## config.mk

```make
export PLATFORM = sky130hd
export DESIGN_NAME = dac_ctrl
export DESIGN_NICKNAME = d
export VERILOG_FILES = /design/src/dac_pkg.sv /design/src/dac_decode.sv /design/src/dac_ctrl.sv
export SDC_FILE = /design/constraint.sdc
export NUM_CORES = 1
export LEC_CHECK = 0
export BUFFER_PORTS_ARGS = -buffer_cell sky130_fd_sc_hd__buf_4
export CAP_MARGIN = 15
export CELL_PAD_IN_SITES_DETAIL_PLACEMENT = 0
export CELL_PAD_IN_SITES_GLOBAL_PLACEMENT = 1
export CORE_AREA = 5 5 192 138
export CTS_CLUSTER_SIZE = 10
export DETAILED_ROUTE_END_ITERATION = 6
export DIE_AREA = 0 0 197 143
export GPL_TIMING_DRIVEN = 0
export MAX_ROUTING_LAYER = met4
export PLACE_DENSITY = 0.6
export SKIP_LAST_GASP = 1
export SYNTH_ARGS = -nofsm -noshare
export SYNTH_HDL_FRONTEND = slang
export SYNTH_SLANG_ARGS = --single-unit
```

## constraint.sdc

```tcl
create_clock -name clk -period 5.2 [get_ports clk]
set_clock_uncertainty 0.15 [all_clocks]
set_input_delay 0 -clock clk [delete_from_list [all_inputs] [get_ports clk]]
set_output_delay 0 -clock clk [all_outputs]
set_load 0.01 [all_outputs]
```

## src/dac_pkg.sv

```systemverilog
package dac_pkg;

	// Word memory geometry.
	localparam int unsigned MEM_WORDS = 1000;
	localparam int unsigned ADDR_W = 10;
	localparam int unsigned WORD_W = 32;

	// One input item: a memory write or a single instruction step.
	typedef struct packed {
		logic                     mode;
		logic [ADDR_W-1:0]        load_addr;
		logic signed [WORD_W-1:0] load_value;
	} cmd_item_t;

	// One result item: the machine state after the item.
	typedef struct packed {
		logic [ADDR_W-1:0]        pc;
		logic signed [WORD_W-1:0] accum;
		logic                     halted;
	} res_item_t;

	// Instruction classes after decimal decoding.
	typedef enum logic [3:0] {
		CLS_NONE,
		CLS_LOAD,
		CLS_STORE,
		CLS_ADD,
		CLS_SUB,
		CLS_JUMP,
		CLS_JZERO,
		CLS_JNZERO,
		CLS_END
	} op_cls_t;

	// Decoded instruction word.
	typedef struct packed {
		op_cls_t           cls;
		logic [ADDR_W-1:0] addr;
	} dec_t;

	// Sequencer states.
	typedef enum logic [2:0] {
		ST_CLEAR,
		ST_IDLE,
		ST_DECODE,
		ST_EXEC,
		ST_PUSH
	} st_t;

	// Request to the word memory.
	typedef struct packed {
		logic              we;
		logic [ADDR_W-1:0] waddr;
		logic [WORD_W-1:0] wdata;
		logic              re;
		logic [ADDR_W-1:0] raddr;
	} mem_req_t;

	// Status and result from the sequencer to the top level.
	typedef struct packed {
		logic      take;
		logic      clearing;
		logic      push;
		res_item_t res;
	} ctl_out_t;

endpackage

```

## src/dac_decode.sv

```systemverilog
module dac_decode (
	input  logic [dac_pkg::WORD_W-1:0] word,
	output dac_pkg::dec_t              dec
);

	// Decimal opcodes; the opcode is the word divided by the radix.
	localparam int unsigned OP_RADIX  = 1000;
	localparam int unsigned OP_LOAD   = 0;
	localparam int unsigned OP_STORE  = 5;
	localparam int unsigned OP_ADD    = 10;
	localparam int unsigned OP_SUB    = 15;
	localparam int unsigned OP_JUMP   = 20;
	localparam int unsigned OP_JZERO  = 25;
	localparam int unsigned OP_JNZERO = 30;
	localparam int unsigned OP_END    = 99;

	// Lowest word that carries the given opcode.
	function automatic logic [dac_pkg::WORD_W-1:0] base_of(input int unsigned op);
		return dac_pkg::WORD_W'(op * OP_RADIX);
	endfunction

	// True when the word lies in the band of one opcode.
	function automatic logic in_band(input logic [dac_pkg::WORD_W-1:0] w,
			input int unsigned op);
		logic [dac_pkg::WORD_W-1:0] hi;
		hi = dac_pkg::WORD_W'((op + 1) * OP_RADIX);
		return (w >= base_of(op)) && (w < hi);
	endfunction

	logic [dac_pkg::WORD_W-1:0] base;

	// A band test per opcode replaces the division; negative words do nothing.
	always_comb begin
		priority if (word[dac_pkg::WORD_W-1]) begin
			dec.cls = dac_pkg::CLS_NONE;
			base = '0;
		end else if (in_band(word, OP_LOAD)) begin
			dec.cls = dac_pkg::CLS_LOAD;
			base = base_of(OP_LOAD);
		end else if (in_band(word, OP_STORE)) begin
			dec.cls = dac_pkg::CLS_STORE;
			base = base_of(OP_STORE);
		end else if (in_band(word, OP_ADD)) begin
			dec.cls = dac_pkg::CLS_ADD;
			base = base_of(OP_ADD);
		end else if (in_band(word, OP_SUB)) begin
			dec.cls = dac_pkg::CLS_SUB;
			base = base_of(OP_SUB);
		end else if (in_band(word, OP_JUMP)) begin
			dec.cls = dac_pkg::CLS_JUMP;
			base = base_of(OP_JUMP);
		end else if (in_band(word, OP_JZERO)) begin
			dec.cls = dac_pkg::CLS_JZERO;
			base = base_of(OP_JZERO);
		end else if (in_band(word, OP_JNZERO)) begin
			dec.cls = dac_pkg::CLS_JNZERO;
			base = base_of(OP_JNZERO);
		end else if (in_band(word, OP_END)) begin
			dec.cls = dac_pkg::CLS_END;
			base = base_of(OP_END);
		end else begin
			dec.cls = dac_pkg::CLS_NONE;
			base = '0;
		end
	end

	// The remainder is below the radix, so the low bits of the difference are exact.
	assign dec.addr = word[dac_pkg::ADDR_W-1:0] - base[dac_pkg::ADDR_W-1:0];

endmodule

```

## src/dac_ctrl.sv

```systemverilog
module dac_ctrl (
	input  logic                       clk,
	input  logic                       arst_n,
	input  logic                       item_valid,
	input  dac_pkg::cmd_item_t         item,
	input  logic                       out_free,
	output dac_pkg::ctl_out_t          ctl,
	output dac_pkg::mem_req_t          req,
	input  logic [dac_pkg::WORD_W-1:0] rdata
);

	localparam logic [dac_pkg::ADDR_W-1:0] LAST_ADDR =
		dac_pkg::ADDR_W'(dac_pkg::MEM_WORDS - 1);

	dac_pkg::st_t              state_q, state_n;
	dac_pkg::op_cls_t          cls_q, cls_n;
	dac_pkg::dec_t             dec;
	logic [dac_pkg::ADDR_W-1:0] clr_q;
	logic [dac_pkg::ADDR_W-1:0] pc_q, pc_n, pc_inc;
	logic signed [dac_pkg::WORD_W-1:0] acc_q, acc_n;
	logic                      halt_q, halt_n;
	logic                      finish;
	logic                      need_opnd;

	dac_decode u_decode (
		.word (rdata),
		.dec  (dec)
	);

	// Load, add and subtract need a second memory read.
	assign need_opnd = (dec.cls == dac_pkg::CLS_LOAD) || (dec.cls == dac_pkg::CLS_ADD) ||
		(dec.cls == dac_pkg::CLS_SUB);
	assign pc_inc = (pc_q == LAST_ADDR) ? '0 : pc_q + 1'b1;

	// Next state.
	always_comb begin
		state_n = state_q;
		unique case (state_q)
			dac_pkg::ST_CLEAR: begin
				if (clr_q == LAST_ADDR) begin
					state_n = dac_pkg::ST_IDLE;
				end
			end
			dac_pkg::ST_IDLE: begin
				if (item_valid) begin
					if (item.mode && !halt_q) begin
						state_n = dac_pkg::ST_DECODE;
					end else if (!out_free) begin
						state_n = dac_pkg::ST_PUSH;
					end
				end
			end
			dac_pkg::ST_DECODE: begin
				if (need_opnd) begin
					state_n = dac_pkg::ST_EXEC;
				end else begin
					state_n = out_free ? dac_pkg::ST_IDLE : dac_pkg::ST_PUSH;
				end
			end
			dac_pkg::ST_EXEC, dac_pkg::ST_PUSH: begin
				state_n = out_free ? dac_pkg::ST_IDLE : dac_pkg::ST_PUSH;
			end
			default: state_n = dac_pkg::ST_IDLE;
		endcase
	end

	// Memory accesses and the next machine state.
	always_comb begin
		req.we = 1'b0;
		req.waddr = item.load_addr;
		req.wdata = item.load_value;
		req.re = 1'b0;
		req.raddr = pc_q;
		ctl.take = 1'b0;
		finish = 1'b0;
		pc_n = pc_q;
		acc_n = acc_q;
		halt_n = halt_q;
		cls_n = cls_q;
		unique case (state_q)
			dac_pkg::ST_CLEAR: begin
				req.we = 1'b1;
				req.waddr = clr_q;
				req.wdata = '0;
			end
			dac_pkg::ST_IDLE: begin
				if (item_valid) begin
					ctl.take = 1'b1;
					if (!item.mode) begin
						req.we = (item.load_addr < dac_pkg::ADDR_W'(dac_pkg::MEM_WORDS));
						finish = 1'b1;
					end else if (halt_q) begin
						finish = 1'b1;
					end else begin
						req.re = 1'b1;
					end
				end
			end
			dac_pkg::ST_DECODE: begin
				pc_n = pc_inc;
				finish = !need_opnd;
				cls_n = dec.cls;
				unique case (dec.cls)
					dac_pkg::CLS_LOAD, dac_pkg::CLS_ADD, dac_pkg::CLS_SUB: begin
						req.re = 1'b1;
						req.raddr = dec.addr;
					end
					dac_pkg::CLS_STORE: begin
						req.we = 1'b1;
						req.waddr = dec.addr;
						req.wdata = acc_q;
					end
					dac_pkg::CLS_JUMP: pc_n = dec.addr;
					dac_pkg::CLS_JZERO: begin
						if (acc_q == '0) begin
							pc_n = dec.addr;
						end
					end
					dac_pkg::CLS_JNZERO: begin
						if (acc_q != '0) begin
							pc_n = dec.addr;
						end
					end
					dac_pkg::CLS_END: halt_n = 1'b1;
					default: ;
				endcase
			end
			dac_pkg::ST_EXEC: begin
				finish = 1'b1;
				unique case (cls_q)
					dac_pkg::CLS_LOAD: acc_n = rdata;
					dac_pkg::CLS_ADD:  acc_n = acc_q + rdata;
					dac_pkg::CLS_SUB:  acc_n = acc_q - rdata;
					default: ;
				endcase
			end
			dac_pkg::ST_PUSH: finish = 1'b1;
			default: ;
		endcase
	end

	// Result and status towards the top level.
	assign ctl.clearing = (state_q == dac_pkg::ST_CLEAR);
	assign ctl.push = finish && out_free;
	assign ctl.res.pc = pc_n;
	assign ctl.res.accum = acc_n;
	assign ctl.res.halted = halt_n;

	// State and machine registers.
	always_ff @(posedge clk or negedge arst_n) begin
		if (!arst_n) begin
			state_q <= dac_pkg::ST_CLEAR;
			clr_q <= '0;
			pc_q <= '0;
			acc_q <= '0;
			halt_q <= 1'b0;
			cls_q <= dac_pkg::CLS_NONE;
		end else begin
			state_q <= state_n;
			if (state_q == dac_pkg::ST_CLEAR) begin
				clr_q <= clr_q + 1'b1;
			end
			pc_q <= pc_n;
			acc_q <= acc_n;
			halt_q <= halt_n;
			cls_q <= cls_n;
		end
	end

endmodule

```

==> flow_summary.ini, run 1 <==
[synth]
netlist_area_sq_um = 6990
yosys_warnings = 0
netlist_top_cells_area = dfrtp_1, ha_1, o21ai_0
yosysTopAreaCell = dfrtp_1
synth_seq_area_share_pct = 21.5
synth.avg_cell_area_sq_um = 7.52
synth-main-ff-cell = dfrtp_1
synth-seq-cells = 60
yosysUniqueCellTypes = 75
synth_nets = 1050
ys_async_sr_fraction_pct = 100
synth_top_cell_area_share_pct = 21.5
synth_edf_count = 0
synth_cells = 930

[critical_path]
required_ps = 5050
worst-setup-path-type = register to primary output
cpMaxStageDelayCell = or4b_2
crit_family = compound AO/OA/AOI/OAI gates
critPathMaxStageDelay_ps = 680
crit_chain = or4b_2 > clkbuf_1 > o21ai_1 > inv_1 > ha_1 > nor2b_1 > o31a_1 > o211ai_1 > buf_4 > a21boi_0 > o21ai_2 > a211oi_2 > o41ai_2 > mux2i_1 > o21ai_0 > buf_4
cp.arrival_ps = 4830
cpMostUsedCell = buf_4
startpoint_type = register
critPathBufInv = 4
cp_max_fo = 7
endpoint_kind = primary output

[detailed_routing]
first_pass_iters = 5
vias_per_cell = 5.59
drc_errors = 0
drtIter0Drc = 679
vias = 8196
totalWireLength_mm = 33.0
wl_per_cell_microns = 22.5
ant_nets = 0

[global_routing]
grt_busiest_layer = met1
grt_remaining_overflow = 0
grt_pass1_vias = 7590
antenna_found_initial = 0
grt_pass1_wl_mm = 48.6
use_met3_pct = 5.71
grt_usage_pct = 23.4
gr-usage-met1_pct = 36.6
grt_max_degree = 61
met2_usage_pct = 30.2

[pwr]
p_per_area_nw_per_um2 = 238
vdd_drop_max_v = 0.000225
power_leakage_nw = 3.92

[sta]
setup-violations-final = 0
drv_slew = 0
finalSetupTns_ps = 0
worstMarginPinSlew_ps = 1230
fin_crit_sh_pct = 95.8
hold_viol_final = 0
period_minus_slack_ps = 4980
max_freq_ghz = 0.201
maxSlewHeadroom_pct = 17.8

[clock_tree]
cts_tree = done
clockRootBuffer = clkbuf_16
cts_buffers = 9
cts_max_path_buffers = 2
cts_num_sinks = 60
htree_levels = 3
clk_latency_ps = 350
cts.clk_slew.worst_paths_ps = 60

[cells_and_area]
mostFrequentLayoutCell = buf_4
areaGrowthSynthToFinish_pct = 32.7
final_cell_mix = buf_4, nand2_1, o21ai_0, nor2_1, a21oi_1
antenna_cells = 0
final_cells = 1467
layout-drive-gt1-share_pct = 21.3
finalNetCount = 1258

[placement]
dp_cells = 1429
portBuffers = 173
gp_congestion = 0.917
dp_hpwl_mm = 26.2

[floorplan]
initial_core_util_pct = 28.7
core_area_sq_um = 24400
die_y_microns = 143
rows = 48
pin_count = 179
die-area_sq_um = 28200
die_w_microns = 197

[min_path]
hold_class = input port to register

[job]
max-cap-violations = 0

[status]
status = finished, final reports clean
logic make-up after synthesis:
group / Yosys count / share of synthesized area, %
AND/OR/NAND/NOR: 336 / 24.8
AO/OA/AOI/OAI: 326 / 30.6
XOR/XNOR: 69 / 8.65
adder cells (fa/ha/maj): 41 / 7.55
buffers and inverters: 85 / 4.89
multiplexers: 13 / 2.00
flip-flops: 60 / 21.5
worst reg2reg max path: cells and delay by family, from the launching register on:
family,cells,cell delay (ps)
compound gates,8,2020
simple gates,2,820
buf+inv,3,480
flops,1,450
fa+ha+maj,1,260
mux,1,230
sequential cells by signal (all words and copies together) (netlist names):
| signal | count |
|---|---|
| halt_q | 1 |
| pc_q | 10 |
| cls_q | 4 |
| state_q | 3 |
| clr_q | 10 |
| acc_q | 32 |
cell type report:
type	count	area, sq um
fillers	2660	15100
multi-input cells	785	5210
repair buffers	197	1520
flip-flops and latches	60	1500
well taps	325	407
plain buffers	59	246
clock buffers	10	239
inverters	26	97.6
clock inverters	5	52.6
timing repair:
action,CTS,global route
pin swaps,0,2
setup endpoints to repair,14,12
resized for setup,6,11
cloned,0,0
hold buffers,18,0
buffers inserted,0,4
hold endpoints to repair,78,0
routing by layer:
metal	share of wire (%)	vias up	wire, microns
met5	0	-	0
met4	0.60	0	197
met3	7.7	16	2540
met2	39	293	13000
met1	52	3979	17300
li1	-	3908	-
power breakdown:
group	switching, mW	internal [mW]
sequential	0.0473	0.504
clock	0.244	0.379
combinational	0.569	0.460
total	0.861	1.34
Yosys cell counts, types with 3 or more instances:
| cell type | n |
|---|---|
| a211oi_1 | 6 |
| a21o_1 | 17 |
| a21oi_1 | 70 |
| a21oi_2 | 3 |
| a221oi_1 | 3 |
| a22o_1 | 35 |
| a22oi_1 | 21 |
| a31o_2 | 4 |
| a31oi_1 | 7 |
| a32oi_1 | 5 |
| and2_1 | 5 |
| and3_1 | 13 |
| buf_2 | 9 |
| clkbuf_1 | 47 |
| dfrtp_1 | 60 |
| ha_1 | 39 |
| inv_1 | 26 |
| mux2_2 | 8 |
| mux2i_1 | 5 |
| nand2_1 | 84 |
| nand2b_1 | 7 |
| nand3_1 | 26 |
| nand3b_1 | 6 |
| nand4_1 | 16 |
| nor2_1 | 73 |
| nor2b_1 | 14 |
| nor3_1 | 33 |
| nor3b_1 | 5 |
| nor4_1 | 25 |
| o2111ai_1 | 3 |
| o211ai_1 | 3 |
| o21a_1 | 10 |
| o21ai_0 | 81 |
| o21ai_1 | 3 |
| o21bai_1 | 6 |
| o22ai_1 | 18 |
| o31a_1 | 4 |
| o31ai_1 | 5 |
| or3_1 | 7 |
| or4_1 | 3 |
| xnor2_1 | 44 |
| xor2_1 | 25 |
worst paths after layout:
check | from | to | slack, ps | cells after the start
worst max-delay path | cls_q[0] | ctl[30] | 220 | 16
worst min-delay path | rdata[1] | pc_q[1] | 20 | 3
worst max register to register | cls_q[0] | acc_q[29] | 620 | 15
worst min register to register | clr_q[8] | clr_q[8] | 360 | 1
max in group asynchronous | arst_n | state_q[1] | 4170 | 2
min in group asynchronous | arst_n | pc_q[3] | 140 | 2
through the flow:
stage	worst slack (ps)	instance area (sq um)	hold slack (ps)	power (mW)	util, %
2_1_floorplan	965	6990	-446	1.11	-
3_3_place_gp	-854	8700	21.9	1.57	35.7
3_5_place_dp	-232	8710	27.6	1.56	35.7
4_1_cts	-33.5	9190	10.4	2.22	37.7
5_1_grt	-22.6	9280	76.5	2.33	38.0
6_report	220	9280	20.2	2.20	38.0
Note: power is estimated with default switching activity, not from simulation.
==> run 2: changes to the inputs <==
--- a/config.mk
+++ b/config.mk
@@ -5,6 +5,7 @@
 export SDC_FILE = /design/constraint.sdc
 export NUM_CORES = 1
 export LEC_CHECK = 0
+export ABC_CLOCK_PERIOD_IN_PS = 5200
 export BUFFER_PORTS_ARGS = -buffer_cell sky130_fd_sc_hd__buf_4
 export CAP_MARGIN = 15
 export CELL_PAD_IN_SITES_DETAIL_PLACEMENT = 0
==> constraint.sdc (replaced) <==
create_clock -name clk -period 5.2 [get_ports clk]
set_clock_uncertainty 0.15 [all_clocks]
set_input_delay 0.26 -clock clk [delete_from_list [all_inputs] [get_ports clk]]
set_output_delay 0.26 -clock clk [all_outputs]
set_load 0.01 [all_outputs]
==> run 2 against run 1 <==
  * Via count shrank 0.46%
  * Hold slack improved by 14 ps
  * Sequential share of layout area is 0.15 points higher
  * Routed wire length shrank 0.50%
  * Core utilization fell by 0.34 points
  * Power down 0.34%
  * First-iteration DRC count decreased by 8.1%
  * Critical path depth grew 1
  * Fmax fell by 0.94%
  * Sequential cell count did not move
  * Non-clock buffer count shrank 15
  * Setup slack worse by 47 ps
==> flow_summary.ini, run 2 (same netlist as run 1, synthesis figures left out) <==
[critical_path]
worst-setup-path-type = input port to primary output
required_ps = 4790
startpoint_type = input port
endpoint_kind = primary output
cp_max_fo = 10
cp.arrival_ps = 4620

[sta]
max_freq_ghz = 0.199
drv_slew = 0
setup-violations-final = 0
maxSlewHeadroom_pct = 17.3
finalSetupTns_ps = 0
rsz0062_at_grt = yes
hold_viol_final = 0
layout_setup_ws_ps = 172
worstMarginPinSlew_ps = 1240
period_minus_slack_ps = 5030
fin_crit_sh_pct = 96.7

[cells_and_area]
areaGrowthSynthToFinish_pct = 31.5
largest_reg_flops = 32
antenna_cells = 0
multi_input_area_sq_um = 5270
finalNetCount = 1243
seqCellArea_sq_um = 1500
final.fill_count = 2683
max_flop_register = acc_q
layout-drive-gt1-share_pct = 22.9
largestRegisters = acc_q x32, clr_q x10, pc_q x10
mostFrequentLayoutCell = buf_4
final_cell_mix = buf_4, nand2_1, o21ai_0, nor2_1, a21oi_1
final_area_sq_um = 9190

[global_routing]
grt_pass1_wl_mm = 48.3
grt_max_degree = 61
grt_pass1_vias = 7539
grt_usage_pct = 23.3
antenna_found_initial = 0
grt_remaining_overflow = 0

[pwr]
p_clk_share_pct = 28.4
total_power_mw = 2.20
power.internal_mw = 1.34
p_comb_share_pct = 46.5
p_switching_uw = 860
power_frac_seq_pct = 25.1
vdd_drop_max_v = 0.000225
swShare_pct = 39.1
p_per_area_nw_per_um2 = 239
power_leakage_nw = 3.88

[floorplan]
die_y_microns = 143
initial_core_util_pct = 28.7
rows = 48
die_w_microns = 197
pin_count = 179
core_area_sq_um = 24400
die-area_sq_um = 28200

[placement]
dp_hpwl_mm = 26.2
gp_congestion = 0.917
post-place-ws_ps = -521
dpl_cell_area_sq_um = 8710
portBuffers = 173

[clock_tree]
htree_levels = 3
cts_max_path_buffers = 2
cts_tree = done
cts_buffers = 9
cts_num_sinks = 60
clockRootBuffer = clkbuf_16
clk_latency_ps = 350
cts.clk_slew.worst_paths_ps = 60

[detailed_routing]
drc_errors = 0
wl_per_cell_microns = 22.6
vias_per_cell = 5.62
totalWireLength_mm = 32.9
ant_nets = 0
first_pass_iters = 5
vias = 8158
drtIter0Drc = 624

[job]
max-cap-violations = 0

[status]
status = finished, final reports clean

[min_path]
hold_class = input port to register
[run 2: power by group through the flow]
stage | clock network [mW] | logic [mW] | registers (mW)
after global routing | 0.655 | 1.11 | 0.557
final | 0.624 | 1.02 | 0.551
after floorplan | 0 | 0.564 | 0.544
after detailed placement | 0 | 1.01 | 0.559
after CTS | 0.644 | 1.01 | 0.551
after global placement | 0 | 1.01 | 0.560
[run 2: critical path: stages]
cell and delay, ps:
buf_4 120, clkbuf_1 280, nor4_2 380, nand2_1 160, nor3_4 360, nand4_1 220, or4_1 480, nor4_1 300
nor2_1 100, xnor2_1 160, ha_1 230, nor3_2 270, or3b_2 460, o21ai_0 290, o221ai_1 170, a21o_1 210
buf_4 150
[run 2: layer usage]
layer	vias up	part of all wire (%)	GRT usage [%]
li1	3879	-	-
met1	3948	53	36.3
met2	310	39	29.7
met3	21	7.9	6.20
met4	0	0.90	3.87
met5	-	0	-
[run 2: final timing paths]
kind | start | end | slack [ps] | depth (start not counted)
worst max-delay path | rdata[3] | ctl[32] | 170 | 17
worst min-delay path | item[42] | state_q[1] | 30 | 2
worst max register to register | cls_q[0] | acc_q[28] | 840 | 13
worst min register to register | clr_q[9] | clr_q[9] | 360 | 1
max in group asynchronous | arst_n | state_q[1] | 3910 | 2
min in group asynchronous | arst_n | pc_q[3] | 390 | 2
[run 2: cell type report]
cell class / count / share of cell area, %
Tap cell: 325 / 4.42
Timing Repair Buffer: 183 / 15.0
Inverter: 26 / 1.06
Multi-Input combinational cell: 785 / 57.4
Clock buffer: 10 / 2.60
Sequential cell: 60 / 16.3
Clock inverter: 5 / 0.572
Buffer: 58 / 2.67
[run 2: what timing repair did]
action / 4_1_cts / 5_1_grt
hold buffers: 2 / 0
hold endpoints to repair: 61 / 0
resized for setup: 12 / 24
pin swaps: 2 / 1
buffers inserted: 4 / 2
endpoints found under the setup margin: 20 / 16
[run 2: per-stage QoR]
step | hold WS [ps] | utilization, % | instances
final | 34.5 | 37.7 | 1452
after global placement | 282 | 35.7 | 1428
after CTS | 20.1 | 37.3 | 1450
after global routing | 41.2 | 37.7 | 1452
after floorplan | -186 | - | 930
after detailed placement | 288 | 35.7 | 1429
==> run 3: changes to the inputs <==
--- a/config.mk
+++ b/config.mk
@@ -16,7 +16,7 @@
 export DIE_AREA = 0 0 197 143
 export GPL_TIMING_DRIVEN = 0
 export MAX_ROUTING_LAYER = met4
-export PLACE_DENSITY = 0.6
+export PLACE_DENSITY_LB_ADDON = 0.1
 export SKIP_LAST_GASP = 1
 export SYNTH_ARGS = -nofsm -noshare
 export SYNTH_HDL_FRONTEND = slang
==> run 3 against run 2 <==
  * Highest routed layer unchanged
  * Critical path type is now register to primary output
  * Final area is 0.44% lower
  * Final cell count hardly changed
  * Global-route usage up 0.88 points
  * Sequential share of layout area increased by 0.071 points
  * Critical endpoint is now ctl[29]
  * Critical path depth decreased by 2
  * Power down 0.34%
==> flow_summary.ini, run 3 (same netlist as run 1, synthesis figures left out) <==
[pwr]
p_per_area_nw_per_um2 = 239
power_leakage_nw = 3.87
vdd_drop_max_v = 0.000186
total_power_mw = 2.19

[detailed_routing]
top_layer = met4
first_pass_iters = 5
wl_met3_mm = 2.51
drc_errors = 0
totalWireLength_mm = 33.9
ant_nets = 0
drtIter0Drc = 685
dr_wl_met2_mm = 12.8
vias = 8233
wl_per_cell_microns = 23.4
vias_per_cell = 5.67
met1_length_mm = 18.3

[status]
status = finished, final reports clean

[cells_and_area]
final_area_sq_um = 9150
final.fill_count = 2664
max_flop_register = acc_q
areaGrowthSynthToFinish_pct = 30.9
final_cells = 1451
mostFrequentLayoutCell = buf_4
layout-drive-gt1-share_pct = 22.1
largest_reg_flops = 32
finalNetCount = 1241
fin_util_pct = 37.5
antenna_cells = 0
final_cell_mix = buf_4, nand2_1, o21ai_0, nor2_1, a21oi_1
largestRegisters = acc_q x32, clr_q x10, pc_q x10

[job]
max-cap-violations = 0

[sta]
fin_crit_sh_pct = 97.9
finalSetupTns_ps = 0
layout_setup_ws_ps = 112
max_freq_ghz = 0.197
hold-worst-slack_ps = 29.8
drv_slew = 0
hold_viol_final = 0
worstMarginPinSlew_ps = 1130
period_minus_slack_ps = 5090
setup-violations-final = 0
maxSlewHeadroom_pct = 24.3
rsz0062_at_grt = yes

[global_routing]
grt_pass1_wl_mm = 50.1
grt_max_degree = 61
grt_pass1_vias = 7633
antenna_found_initial = 0
grt_usage_pct = 24.2
grt_remaining_overflow = 0

[floorplan]
initial_core_util_pct = 28.7
die_y_microns = 143
pin_count = 179
die-area_sq_um = 28200
die_w_microns = 197
rows = 48
core_area_sq_um = 24400

[clock_tree]
cts_buffers = 9
cts_num_sinks = 60
clk_latency_ps = 360
cts_tree = done
clockRootBuffer = clkbuf_16
cts_max_path_buffers = 2
cts.clk_slew.worst_paths_ps = 60
htree_levels = 3

[critical_path]
worst-setup-path-type = register to primary output
endpoint_kind = primary output
required_ps = 4790
cp.arrival_ps = 4680
cp_max_fo = 10
startpoint_type = register

[min_path]
hold_class = input port to register

[placement]
dp_hpwl_mm = 27.0
dpl_cell_area_sq_um = 8710
dp_cells = 1429
post-place-ws_ps = -655
portBuffers = 173
gp_congestion = 0.903
run 3: area by class of cell:
cell class                 count  area (sq um)  area share, %
inverter                      26          97.6           1.07
clock buffer                  15           278           3.04
sequential                    60          1500           16.4
multi-input combinational    785          5250           57.4
tap                          325           407           4.44
clock inverter                 1          5.00         0.0547
timing repair buffer         182          1370           15.0
buffer                        57           241           2.64
run 3: metal layers:
metal | track usage (%) | up-vias
met1 | 39.2 | 4041
li1 | - | 3890
met3 | 4.74 | 19
met4 | 3.39 | 0
met5 | - | -
met2 | 30.5 | 283
run 3: power breakdown:
part | total (mW) | switching, mW | internal, mW
clock | 0.608 | 0.246 | 0.362
combinational | 1.03 | 0.573 | 0.454
sequential | 0.554 | 0.0502 | 0.504
run 3: final timing paths:
path / start / to / slack, ps / cells past startpoint
min in group asynchronous: arst_n / pc_q[4] / 410 / 2
max reg2reg: cls_q[1] / acc_q[28] / 750 / 14
max in group asynchronous: arst_n / acc_q[10] / 3880 / 2
min reg2reg: clr_q[8] / clr_q[8] / 380 / 1
max: cls_q[1] / ctl[29] / 110 / 15
min: item[42] / state_q[1] / 30 / 2
run 3: timing repair:
action / in CTS / in global routing
endpoints found under the setup margin: 25 / 13
resized for setup: 14 / 18
pin swaps: 2 / 2
hold buffers: 2 / 0
hold endpoints to repair: 61 / 0
setup buffers: 4 / 1
run 3: worst max-delay path: stages (launching register included):
cell     delay [ps]
dfrtp_1         460
nor4b_4         370
buf_2           350
nor2_1           90
xnor2_1         130
ha_1            330
nor2b_1         170
o31a_1          290
o31a_1          360
and4b_1         230
o31a_1          310
a21oi_2         250
o21ai_0         230
or3_1           350
a31o_2          260
buf_4           140
